--- src/rtl/core/snrc_pkg.sv ---
`default_nettype none
// ----------------------------------------------------------------------------
// snrc_pkg
// Types, constants and rank prefix tables for the sorted nibble rank codec.
// ----------------------------------------------------------------------------
package snrc_pkg;

    localparam int unsigned NIBBLES    = 4;
    localparam int unsigned VALUES     = 16;
    localparam int unsigned CODE_W     = 12;
    localparam int unsigned NIB_W      = 4;
    localparam int unsigned PFX_DEPTH  = VALUES + 1;
    localparam int unsigned PFX_IDX_W  = $clog2(PFX_DEPTH);

    typedef logic [CODE_W-1:0] code_t;
    typedef logic [NIB_W-1:0]  nibble_t;

    localparam code_t TOTAL_CODES = 12'd3876;

    // operation field codes
    localparam logic OP_ENCODE = 1'b0;
    localparam logic OP_DECODE = 1'b1;

    typedef struct packed {
        logic    operation;
        nibble_t in_nibble_0;
        nibble_t in_nibble_1;
        nibble_t in_nibble_2;
        nibble_t in_nibble_3;
        code_t   code_in;
    } in_item_t;

    typedef struct packed {
        code_t   code_out;
        nibble_t out_nibble_0;
        nibble_t out_nibble_1;
        nibble_t out_nibble_2;
        nibble_t out_nibble_3;
    } out_item_t;

    // encode lane result: rank contribution and order check
    typedef struct packed {
        code_t diff;
        logic  ok;
    } enc_lane_t;

    // decode step result: chosen nibble and remaining rank
    typedef struct packed {
        nibble_t nib;
        code_t   rem;
    } dec_step_t;

    // PREFIX[len][x]: number of non-decreasing tails of length len+1 whose
    // first value is below x (values 0..15)
    typedef code_t [PFX_DEPTH-1:0] pfx_row_t;
    typedef pfx_row_t [NIBBLES-1:0] pfx_tbl_t;

    function automatic pfx_tbl_t build_prefix();
        pfx_tbl_t    t;
        int unsigned r;
        int unsigned acc;
        for (int unsigned len = 0; len < NIBBLES; len++)
        begin
            acc = 0;
            for (int unsigned x = 0; x < PFX_DEPTH; x++)
            begin
                t[len][x] = code_t'(acc);
                r = VALUES - x;
                case (len)
                    0:       acc = acc + 1;
                    1:       acc = acc + r;
                    2:       acc = acc + r * (r + 1) / 2;
                    default: acc = acc + r * (r + 1) * (r + 2) / 6;
                endcase
            end
        end
        return t;
    endfunction

    localparam pfx_tbl_t PREFIX = build_prefix();

endpackage
`default_nettype wire

--- src/rtl/core/sorted_nibble_rank_codec_core.sv ---
`default_nettype none
// ----------------------------------------------------------------------------
// sorted_nibble_rank_codec_core
// Semi-sorting codec: ranks a non-decreasing nibble quadruple, or expands a
// rank back to its quadruple.
//
//   channel | handshake          | payload
//   --------+--------------------+-------------------------
//   in      | in_valid/in_ready  | in_data  (in_item_t)
//   out     | out_valid/out_ready| out_data (out_item_t)
//
// Four-stage pipeline, one transaction per cycle sustained while out_ready is high.
// Pipeline depth is set by the four dependent decode steps, one per stage; encode
// lanes run in stage 1 and their merge adder in stage 2.
// Each stage holds when the stage after it is full and stalled, so bubbles
// are squeezed out. Reset clears the stage valid bits only.
// ----------------------------------------------------------------------------
module sorted_nibble_rank_codec_core (
    input  wire                 clk,
    input  wire                 rst_n,
    input  wire                 in_valid,
    output logic                in_ready,
    input  snrc_pkg::in_item_t  in_data,
    output logic                out_valid,
    input  wire                 out_ready,
    output snrc_pkg::out_item_t out_data
);
    import snrc_pkg::*;

    typedef struct packed {
        logic                 op;
        logic                 oor;
        logic                 enc_ok;
        code_t [NIBBLES-1:0]  diff;
        code_t                enc_code;
        code_t                rem;
        nibble_t [NIBBLES-1:0] nib;
    } stage_t;

    localparam int unsigned STAGES = 4;

    logic [STAGES-1:0] vld_reg;
    logic [STAGES-1:0] vld_next;
    logic [STAGES-1:0] free;

    stage_t    s1_reg, s1_next;
    stage_t    s2_reg, s2_next;
    stage_t    s3_reg, s3_next;
    out_item_t out_reg, out_next;

    enc_lane_t [NIBBLES-1:0] lane;
    dec_step_t               d0, d1, d2, d3;

    // ------------------------------------------------------------------
    // handshake chain
    // ------------------------------------------------------------------
    always_comb
    begin
        free[STAGES-1] = !vld_reg[STAGES-1] || out_ready;
        for (int i = STAGES - 2; i >= 0; i--)
        begin
            free[i] = !vld_reg[i] || free[i+1];
        end
        vld_next[0] = free[0] ? in_valid : vld_reg[0];
        for (int i = 1; i < STAGES; i++)
        begin
            vld_next[i] = free[i] ? vld_reg[i-1] : vld_reg[i];
        end
    end

    assign in_ready  = free[0];
    assign out_valid = vld_reg[STAGES-1];
    assign out_data  = out_reg;

    // ------------------------------------------------------------------
    // stage 1: encode lanes, first decode step
    // ------------------------------------------------------------------
    snrc_enc_lane #(.LEN(3)) u_lane0 (
        .nib(in_data.in_nibble_0), .prev(4'd0), .res(lane[0]));
    snrc_enc_lane #(.LEN(2)) u_lane1 (
        .nib(in_data.in_nibble_1), .prev(in_data.in_nibble_0), .res(lane[1]));
    snrc_enc_lane #(.LEN(1)) u_lane2 (
        .nib(in_data.in_nibble_2), .prev(in_data.in_nibble_1), .res(lane[2]));
    snrc_enc_lane #(.LEN(0)) u_lane3 (
        .nib(in_data.in_nibble_3), .prev(in_data.in_nibble_2), .res(lane[3]));

    snrc_dec_step #(.LEN(3)) u_step0 (
        .rem(in_data.code_in), .prev(4'd0), .res(d0));

    always_comb
    begin
        s1_next          = s1_reg;
        s1_next.op       = in_data.operation;
        s1_next.oor      = (in_data.code_in >= TOTAL_CODES);
        s1_next.enc_ok   = lane[0].ok && lane[1].ok && lane[2].ok && lane[3].ok;
        for (int i = 0; i < NIBBLES; i++)
        begin
            s1_next.diff[i] = lane[i].diff;
        end
        s1_next.enc_code = '0;
        s1_next.rem      = d0.rem;
        s1_next.nib      = '0;
        s1_next.nib[0]   = d0.nib;
    end

    // ------------------------------------------------------------------
    // stage 2: lane merge, second decode step
    // ------------------------------------------------------------------
    snrc_dec_step #(.LEN(2)) u_step1 (
        .rem(s1_reg.rem), .prev(s1_reg.nib[0]), .res(d1));

    always_comb
    begin
        s2_next          = s1_reg;
        // unsorted input ranks as zero
        s2_next.enc_code = s1_reg.enc_ok ?
            (s1_reg.diff[0] + s1_reg.diff[1]) + (s1_reg.diff[2] + s1_reg.diff[3]) :
            '0;
        s2_next.rem      = d1.rem;
        s2_next.nib[1]   = d1.nib;
    end

    // ------------------------------------------------------------------
    // stage 3: third decode step
    // ------------------------------------------------------------------
    snrc_dec_step #(.LEN(1)) u_step2 (
        .rem(s2_reg.rem), .prev(s2_reg.nib[1]), .res(d2));

    always_comb
    begin
        s3_next        = s2_reg;
        s3_next.rem    = d2.rem;
        s3_next.nib[2] = d2.nib;
    end

    // ------------------------------------------------------------------
    // stage 4: last decode step, result formatting
    // ------------------------------------------------------------------
    snrc_dec_step #(.LEN(0)) u_step3 (
        .rem(s3_reg.rem), .prev(s3_reg.nib[2]), .res(d3));

    always_comb
    begin
        out_next = '0;
        if (s3_reg.op == OP_ENCODE)
        begin
            out_next.code_out = s3_reg.enc_code;
        end
        else if (!s3_reg.oor)
        begin
            out_next.out_nibble_0 = s3_reg.nib[0];
            out_next.out_nibble_1 = s3_reg.nib[1];
            out_next.out_nibble_2 = s3_reg.nib[2];
            out_next.out_nibble_3 = d3.nib;
        end
    end

    // ------------------------------------------------------------------
    // registers
    // ------------------------------------------------------------------
    always_ff @(posedge clk or negedge rst_n)
    begin
        if (!rst_n)
        begin
            vld_reg <= '0;
        end
        else
        begin
            vld_reg <= vld_next;
        end
    end

    always_ff @(posedge clk)
    begin
        if (free[0])
        begin
            s1_reg <= s1_next;
        end
        if (free[1])
        begin
            s2_reg <= s2_next;
        end
        if (free[2])
        begin
            s3_reg <= s3_next;
        end
        if (free[3])
        begin
            out_reg <= out_next;
        end
    end

endmodule
`default_nettype wire

--- src/rtl/core/snrc_enc_lane.sv ---
`default_nettype none
// ----------------------------------------------------------------------------
// snrc_enc_lane
// One encode lane: rank contribution of one nibble given its predecessor.
// ----------------------------------------------------------------------------
module snrc_enc_lane #(
    parameter int unsigned LEN = 3
) (
    input  snrc_pkg::nibble_t   nib,
    input  snrc_pkg::nibble_t   prev,
    output snrc_pkg::enc_lane_t res
);
    import snrc_pkg::*;

    code_t p_hi;
    code_t p_lo;

    assign p_hi     = PREFIX[LEN][{1'b0, nib}];
    assign p_lo     = PREFIX[LEN][{1'b0, prev}];
    assign res.diff = p_hi - p_lo;
    assign res.ok   = (nib >= prev);

endmodule
`default_nettype wire

--- src/rtl/core/snrc_dec_step.sv ---
`default_nettype none
// ----------------------------------------------------------------------------
// snrc_dec_step
// One decode step: picks the next nibble with 15 threshold compare lanes.
// ----------------------------------------------------------------------------
module snrc_dec_step #(
    parameter int unsigned LEN = 3
) (
    input  snrc_pkg::code_t     rem,
    input  snrc_pkg::nibble_t   prev,
    output snrc_pkg::dec_step_t res
);
    import snrc_pkg::*;

    logic [CODE_W:0]    tgt;
    logic [VALUES-1:1]  le;
    nibble_t            v;

    // rebase the remaining rank onto the absolute prefix scale
    assign tgt = {1'b0, rem} + {1'b0, PREFIX[LEN][{1'b0, prev}]};

    always_comb
    begin
        for (int i = 1; i < VALUES; i++)
        begin
            le[i] = ({1'b0, PREFIX[LEN][i]} <= tgt);
        end
    end

    // prefix is strictly increasing, so le is a thermometer code
    assign v       = NIB_W'($countones(le));
    assign res.nib = v;
    assign res.rem = CODE_W'(tgt - {1'b0, PREFIX[LEN][{1'b0, v}]});

endmodule
`default_nettype wire

--- config.mk ---
export PLATFORM = sky130hd
export DESIGN_NAME = sorted_nibble_rank_codec_core
export DESIGN_NICKNAME = d
export VERILOG_FILES = /design/src/rtl/core/snrc_pkg.sv /design/src/rtl/core/sorted_nibble_rank_codec_core.sv /design/src/rtl/core/snrc_enc_lane.sv /design/src/rtl/core/snrc_dec_step.sv
export SDC_FILE = /design/constraint.sdc
export NUM_CORES = 1
export LEC_CHECK = 0
export ABC_AREA = 0
export BUFFER_PORTS_ARGS = -buffer_cell sky130_fd_sc_hd__buf_2
export CORE_UTILIZATION = 45
export DETAILED_ROUTE_END_ITERATION = 10
export GPL_TIMING_DRIVEN = 0
export PLACE_DENSITY = 0.61
export SYNTH_ARGS = -nofsm -noshare
export SYNTH_HDL_FRONTEND = slang
export SYNTH_SLANG_ARGS = --single-unit
--- constraint.sdc ---
create_clock -name clk -period 8 [get_ports clk]
set_input_delay 0.8 -clock clk [delete_from_list [all_inputs] [get_ports clk]]
set_output_delay 0.8 -clock clk [all_outputs]
set_load 0.05 [all_outputs]
Yosys cells after proc, flatten, opt, wreduce, memory -nomap -nowiden
Memories as Yosys holds them, arrays and structs flattened. A register that Yosys moved wholly into a read port is not among the register bits.
Index checks and enable logic that the tools add are counted.
- register bits after elaboration: 159
- ROM bits: 2496
- input bits: 33
- output and inout port bits: 30
- memories kept: 13
- memory list (name ; depth ; bits a word ; read ports ; clocked after Yosys merged registers in ; write ports ; line ; RTL):
    (no name shown) ; 16 ; 12 ; 1 ; 0 ; 0 ; snrc_dec_step.sv:33 ; assign res.rem = CODE_W'(tgt - {1'b0, PREFIX[LEN][{1'b0, v}]});
    (no name shown) ; 16 ; 12 ; 1 ; 1 ; 0 ; snrc_dec_step.sv:20 ; assign tgt = {1'b0, rem} + {1'b0, PREFIX[LEN][{1'b0, prev}]};
    (no name shown) ; 16 ; 12 ; 1 ; 0 ; 0 ; snrc_dec_step.sv:33 ;
    (no name shown) ; 16 ; 12 ; 1 ; 0 ; 0 ; snrc_dec_step.sv:33 ;
    (no name shown) ; 16 ; 12 ; 1 ; 0 ; 0 ; snrc_enc_lane.sv:18 ; assign p_hi = PREFIX[LEN][{1'b0, nib}];
    (no name shown) ; 16 ; 12 ; 1 ; 0 ; 0 ; snrc_enc_lane.sv:19 ; assign p_lo = PREFIX[LEN][{1'b0, prev}];
    +7 memories ; -- ; -- ; -- ; -- ; -- ; -- ;
- $add $sub $neg: 68
- order comparisons: 75
- multiplexer cells: 15
- bitwise operators: 1
- reduce and logical (&&, ||, !) cells: 12
- operator list (operator ; number):
    <= comparator 12 bit (first input constant) ; 13
    2-to-1 mux 12 bit ; 12
    <= comparator 10 x 13 -> 1 bit (first input constant) ; 11
    <= comparator 4 x 13 -> 1 bit (first input constant) ; 8
    <= comparator 7 x 13 -> 1 bit (first input constant) ; 8
    adder 4 bit ; 24
    subtractor 12 bit ; 6
    less-than comparator 4 x 6 -> 1 bit (second input constant) ; 10
    adder 1 x 1 -> 2 bit ; 28
    <= comparator 3 x 13 -> 1 bit (first input constant) ; 4
    <= comparator 8 x 13 -> 1 bit (first input constant) ; 4
    adder 12 x 12 -> 13 bit ; 3
    <= comparator 9 x 13 -> 1 bit (first input constant) ; 3
    adder 12 bit ; 3
    <= comparator 2 x 13 -> 1 bit (first input constant) ; 2
    <= comparator 5 x 13 -> 1 bit (first input constant) ; 2
    <= comparator 6 x 13 -> 1 bit (first input constant) ; 2
    adder 4 x 1 -> 4 bit ; 4
    <= comparator 1 x 13 -> 1 bit (first input constant) ; 1
    >= comparator 12 bit (second input constant) ; 1
    >= comparator 4 bit ; 3
    <= comparator 10 x 12 -> 1 bit (first input constant) ; 1
    <= comparator 11 x 12 -> 1 bit (first input constant) ; 1
    2-to-1 mux 4 bit ; 3
    other kinds (6) ; 14

Logic depth before layout (Yosys ltp)
Gate-level depths: netlist (run 1).
- depth in word-level cells: 11
- gate-level depth with buffers: 34
- depth with buffers taken out: 33

Modules after synthesis
Synthesis (run 1) repeated with hierarchy kept, for this count alone.
- cell total of the unflattened synthesis: 1894
- area total of the unflattened synthesis: 17905.9 um^2
- by module, submodules not included (module ; instances ; cells each ; area an instance (um^2) ; sequential area each (um^2)):
    sorted_nibble_rank_codec_core ; 1 ; 365 ; 6585.1 ; 5114.9
    snrc_dec_step (u_step0) ; 1 ; 358 ; 2622.5 ; 0.0
    snrc_dec_step (u_step1) ; 1 ; 291 ; 2152.1 ; 0.0
    snrc_dec_step (u_step2) ; 1 ; 243 ; 1834.3 ; 0.0
    snrc_enc_lane (u_lane0) ; 1 ; 177 ; 1303.8 ; 0.0
    snrc_dec_step (u_step3) ; 1 ; 166 ; 1273.7 ; 0.0
    snrc_enc_lane (u_lane1) ; 1 ; 142 ; 1036.0 ; 0.0
    snrc_enc_lane (u_lane2) ; 1 ; 121 ; 864.6 ; 0.0
    snrc_enc_lane (u_lane3) ; 1 ; 31 ; 234.0 ; 0.0

Least setup slack after synthesis (run 1)
Ideal clock, no wire load.
- path kind: register -> register
- start point: register s1_reg[16] in the netlist's numbering
- end point: register s2_reg[27] in the netlist's numbering (data pin)
- data arrival time: 7.491 ns
- slack: 0.241 ns
- stages on the path, launching flop included: 32
- buffers on the path: 0
- path through: edfxtp_1 ha_1 inv_1 fa_1 nand2b_1 a21o_1 a2111oi_2 or2_2 o211ai_1 a2111o_1 o211ai_1 ha_1 inv_1 fa_1 fa_1 inv_1 fa_1 ha_1 fa_1 xnor2_1 inv_2 nor2_1 o21ai_0 o21ai_0 ha_1 o21a_1 o31a_1 o31a_1 o311a_1 a211oi_1 o311ai_2 xor2_1
- RTL lines (what ; line ; RTL):
    from (decl) ; sorted_nibble_rank_codec_core.sv:46 ; stage_t s1_reg, s1_next;
    from (signal assigned) ; sorted_nibble_rank_codec_core.sv:177 ; s1_reg <= s1_next;
    to (signal assigned) ; sorted_nibble_rank_codec_core.sv:181 ; s2_reg <= s2_next;
    to (decl) ; sorted_nibble_rank_codec_core.sv:47 ; stage_t s2_reg, s2_next;

==> impl_results.md, run 1 <==
* Outcome: complete, no violations
* Reg area at 5405 um2
* Clk sinks at 188
* Hold buffer count at cts at 0
* Met1 WL at 14720 um
* TritonCTS buffer count at 17
* Non-filler instance count after layout at 2094
* Routed wl met3 at 989 um
* DR top layer: met4
* Critical Path Start Type: register
* Total routed wirelength at 31690 um
* Least-Margin Pin Slew at 856.6 ps
* Max_cap viols at 0
* Post-DP Area at 16120 um2
* Pre-antenna DRT Iters at 5
* Row count at 66
* DRC at 0
* Part of the cycle the worst path needs at 97.93%
* Clk slew on worst S/H paths at 80 ps
* Crit. End Element: register
* Final hold slack at 156.0 ps
* NumNets Final at 1921
* Ys flop type: edfxtp_1
* Dpl cells at 2034
* Fmax at 127.6 MHz
* Final min period at 7834 ps
* RSZ-0062 raised after global routing: true
* Buffers on Ports at 61
* Fraction of registers with async set/reset at 2.128%
* Clock Latency Late Sink at 440 ps
* Hold Crit Class: input port to async pin
* Final Setup Violations at 0
* H-tree Lvls at 4
* Root Driver: clkbuf_16
* Clk buf depth at 2
* Final Skew at 9.692 ps
* Peak per-stage delay on the critical path at 640 ps
* Fraction of layout instances using a drive strength above 1 at 13.68%
* Hold Fails Final Rpt at 0
* Antenna-violating nets left at 0
* Sequential share of the synthesized area at 35.56%
* Post-Syn Area per Cell at 9.941 um2
* Full die area at 34520 um2
* Die Wd at 185.8 um
* Pin count of the biggest net entering global routing at 68
* WP data required at 8190 ps
* Slew Limit Fails at 0
* Multi-input logic area at 9505 um2
* Core box area at 32870 um2
* Area Growth Syn to Fin at 14.98%
* Grt total ovfl at 0
* Initial Util at 46.25%
* Pre-CTS setup slack at -710.7 ps
* Metal2 WL at 15530 um
* Initial antenna violation count at 0
* Detailed-route via count at 11140
* CP Max Fanout at 5
* WL/cell at 15.13 um
* HPWL Detailed at 24670 um
* Mapped Nets at 1811
* First-pass GRT wire length at 51850 um
* WP data arrival at 8020 ps
* FILL cells at 2976
* Cell Area, Synth at 15200 um2
* Number of global-route vias before repair at 10670
* Synthesis-stage register bit count at 188
* Via-to-Cell Ratio at 5.320
* Initial DRC count at 712
* Synthesis warning total at 0
* Post-synthesis cell type count at 77
* Post-Synthesis Cells at 1529
* Number of diodes at 0
* Tot GR Track Use at 18.95%
* Final instance area at 17480 um2
* I/O pin count at 63
* Most frequent cells in the layout: ha_1, edfxtp_1, inv_1
* Worst rel slew slack at 42.81%
* Post-synth EDFFs at 162
* Fin worst setup slack at 165.5 ps
* Chip height at 185.8 um
* Commonest non-fill, non-tap cell in the layout: ha_1
* CTS tree: built
* Crit path kind: register to register
* Slowest library cell on the worst path: fa_2
* RD Place Congestion at 0.9294
[cell type report]
| class | instances | share of cell area [%] |
|---|---|---|
| Sequential cell | 188 | 30.93 |
| Inverter | 163 | 3.515 |
| Clock buffer | 19 | 2.720 |
| Tap cell | 442 | 3.164 |
| Timing Repair Buffer | 92 | 3.351 |
| Buffer | 42 | 1.038 |
| Multi-Input combinational cell | 1135 | 54.39 |
| Clock inverter | 13 | 0.8949 |
[synthesized netlist by cell type (16+ instances only)]
cell type  instances  area [um2]
a21o_1            35       262.8
ha_1             177        2215
nand3_1           16       80.08
a21oi_1           97       485.5
nand2_1          104       390.4
nor2b_1           31       193.9
nand2b_1          29       181.4
o21ai_0          112       560.5
nor3_1            34       170.2
clkbuf_1          36       135.1
nor2_1           116       435.4
inv_1            161       604.3
a31oi_1           18       112.6
edfxtp_1         162        4865
fa_1              72        1441
and2_1            26       162.7
xor2_1            23       201.4
dfxtp_1           22       440.4
xnor2_1           55       481.7
[final timing paths]
kind	start	to	slack, ps	cells past startpoint
setup / recovery	s2_reg[16]$_DFFE_PN_	s3_reg[25]$_DFFE_PN_	170	32
hold / removal	rst_n	vld_reg[3]$_DFFE_PN0P_	160	1
setup reg to reg	s2_reg[16]$_DFFE_PN_	s3_reg[25]$_DFFE_PN_	170	32
hold reg to reg	s2_reg[28]$_SDFFCE_PN0N_	s3_reg[28]$_DFFE_PN_	420	0
max in group asynchronous	rst_n	vld_reg[1]$_DFFE_PN0N_	7710	1
min in group clk	s2_reg[28]$_SDFFCE_PN0N_	s3_reg[28]$_DFFE_PN_	420	0
[cell families (layout without fill, tap and decap cells)]
family,after synthesis,count (layout),synth area share [%]
buffers and inverters,206,329,5.120
flip-flops,188,188,35.56
AND/OR/NAND/NOR,406,406,12.83
XOR/XNOR,79,79,4.602
AO/OA/AOI/OAI,379,379,16.02
adder cells (fa/ha/maj),250,250,24.12
multiplexers,21,21,1.745
[layer usage]
metal	up-vias	track usage (%)
li1	5617	-
met1	5287	24.98
met2	213	32.81
met3	23	2.641
met4	0	4.295
met5	-	0
[critical path: cells and delay by family, from the launching register on]
| kind | cells | cell delay [ps] |
|---|---|---|
| AOI/OAI and AO/OA | 9 | 1750 |
| xor gates and xnor gates | 1 | 180 |
| buffers and inverters | 7 | 670 |
| and+or+nand+nor | 3 | 430 |
| adders and majority gates | 10 | 3420 |
| DFF | 1 | 440 |
| muxes | 2 | 720 |
[what timing repair did]
| item | CTS | global route |
|---|---|---|
| hold endpoints to repair | 0 | 0 |
| resized for setup | 27 | 85 |
| setup endpoints to repair | 9 | 10 |
| cloned | 0 | 1 |
| pin swaps | 8 | 47 |
| buffers inserted | 9 | 19 |
[through the flow]
step	util [%]	TNS, ps
2_1_floorplan	-	0
3_3_place_gp	48.86	-3023
3_5_place_dp	49.06	-3310
4_1_cts	51.60	-14.77
5_1_grt	53.18	-389.4
6_report	53.18	0
Power of run 1 is left out: the tool's default activity adds up to more than one toggle a clock period on the data nets, which glitch-free logic cannot reach.
==> run 2: changes to the inputs <==
BUFFER_PORTS_ARGS = -buffer_cell sky130_fd_sc_hd__clkbuf_2   (was -buffer_cell sky130_fd_sc_hd__buf_2)
CTS_CLUSTER_DIAMETER = 80   (was not set)
==> impl_results.md, run 2 (synthesized netlist as in run 1, its figures left out) <==
* Outcome: complete, no violations (unchanged)
* Most frequent cells in the layout: ha_1, edfxtp_1, inv_1 (unchanged)
* Number of diodes at 0 (unchanged)
* HPWL Detailed at 24890 um (was 24670 um)
* Crit-path leading delay family: adder cells (unchanged)
* Pre-antenna DRT Iters at 5 (unchanged)
* Crit path kind: register to register (unchanged)
* NumNets Final at 1928 (was 1921)
* Peak per-stage delay on the critical path at 590 ps (was 640 ps)
* Max_cap viols at 0 (unchanged)
* Fin worst setup slack at 276.9 ps (was 165.5 ps)
* Hold Fails Final Rpt at 0 (unchanged)
* Via-to-Cell Ratio at 5.297 (was 5.320)
* CTS tree: built (unchanged)
* WL/cell at 15.12 um (was 15.13 um)
* Tot GR Track Use at 19.02% (was 18.95%)
* Part of the cycle the worst path needs at 96.54% (was 97.93%)
* Root Driver: clkbuf_16 (unchanged)
* Detailed-route via count at 11130 (was 11140)
* Total routed wirelength at 31780 um (was 31690 um)
* First-pass GRT wire length at 51820 um (was 51850 um)
* Critical Path Start Type: register (unchanged)
* TritonCTS buffer count at 17 (unchanged)
* Pre-CTS setup slack at -655.0 ps (was -710.7 ps)
* Antenna-violating nets left at 0 (unchanged)
* Grt total ovfl at 0 (unchanged)
* Fraction of layout instances using a drive strength above 1 at 13.38% (was 13.68%)
* RD Place Congestion at 0.9125 (was 0.9294)
* Top cell by count, worst path: ha_1
* Core box area at 32870 um2 (unchanged)
* CP Max Fanout at 6 (was 5)
* I/O pin count at 63 (unchanged)
* RSZ-0062 raised after global routing: true (unchanged)
* Final Skew at 14.83 ps (was 9.692 ps)
* Full die area at 34520 um2 (unchanged)
* Grt met2 use at 32.18% (was 32.81%)
* Routing usage on met3 at 2.465% (was 2.641%)
* Chip height at 185.8 um (unchanged)
* Final Setup Violations at 0 (unchanged)
* Clk buf depth at 2 (unchanged)
* Final min period at 7723 ps (was 7834 ps)
* Crit. End Element: register (unchanged)
* Least-Margin Pin Slew at 863.2 ps (was 856.6 ps)
* Slowest library cell on the worst path: fa_2 (unchanged)
* Area Growth Syn to Fin at 14.57% (was 14.98%)
* Clock Latency Late Sink at 440 ps (about the same)
* Buffers on Ports at 61 (unchanged)
* WP data arrival at 7900 ps (was 8020 ps)
* WP data required at 8170 ps (was 8190 ps)
* Initial antenna violation count at 0 (unchanged)
* Fmax at 129.5 MHz (was 127.6 MHz)
* Pin count of the biggest net entering global routing at 68 (unchanged)
* Hold buffer count at cts at 0 (unchanged)
* GR peak layer: met2 (unchanged)
* Met1 GRT Util at 25.40% (was 24.98%)
* Slew Limit Fails at 0 (unchanged)
* Worst rel slew slack at 42.37% (was 42.81%)
* Clk sinks at 188 (unchanged)
* Commonest non-fill, non-tap cell in the layout: ha_1 (unchanged)
* Initial Util at 46.25% (unchanged)
* Hold Crit Class: input port to async pin (unchanged)
* Final instance area at 17410 um2 (was 17480 um2)
* Clk slew on worst S/H paths at 80 ps (about the same)
* CP Buf/Inv Count at 4 (was 7)
* Post-DP Area at 16150 um2 (was 16120 um2)
* Number of global-route vias before repair at 10640 (was 10670)
* H-tree Lvls at 4 (unchanged)
* DRC at 0 (unchanged)
* Die Wd at 185.8 um (unchanged)
* Initial DRC count at 760 (was 712)
* Row count at 66 (unchanged)
-- run 2: path summary, 6_finish.rpt --
check                                         start                endpoint  slack, ps  cells past startpoint
min in group clk           s2_reg[34]$_SDFFCE_PN0N_    s3_reg[34]$_DFFE_PN_        410                      0
max reg2reg                    s1_reg[17]$_DFFE_PN_    s2_reg[27]$_DFFE_PN_        280                     28
max in group asynchronous                     rst_n  vld_reg[1]$_DFFE_PN0N_       7700                      1
min reg2reg                s2_reg[34]$_SDFFCE_PN0N_    s3_reg[34]$_DFFE_PN_        410                      0
max                            s1_reg[17]$_DFFE_PN_    s2_reg[27]$_DFFE_PN_        280                     28
min                                           rst_n  vld_reg[2]$_DFFE_PN0N_        160                      1
-- run 2: layer usage --
metal	routed length (um)	vias up
met1	15040	5229
li1	-	5646
met4	503	0
met2	15220	225
met3	1012	30
met5	0	-
-- run 2: layout make-up --
type,instances,area (um2)
Inverter,163,611.8
Buffer,42,176.4
Clock inverter,13,146.4
Sequential cell,188,5406
Timing Repair Buffer,99,644.4
Multi-Input combinational cell,1135,9422
Tap cell,442,553.0
Clock buffer,19,454.2
Fill cell,3036,15450
-- run 2: per-stage QoR --
step           hold slack [ps]  util, %  setup TNS (ps)  instances
2_1_floorplan            400.3        -               0       1529
6_report                 157.9    52.98               0       2101
4_1_cts                  148.1    51.79               0       2084
3_5_place_dp             404.5    49.13           -3539       2035
3_3_place_gp             403.0    48.86           -2903       2032
5_1_grt                  148.0    52.98          -106.3       2101
-- run 2: repair_timing --
item                       in CTS  in global routing
cloned                          0                  1
setup endpoints to repair      10                 11
buffers inserted               17                 17
pin swaps                      17                 34
gates resized for setup        30                 60
Power of run 2 is left out for the same reason.
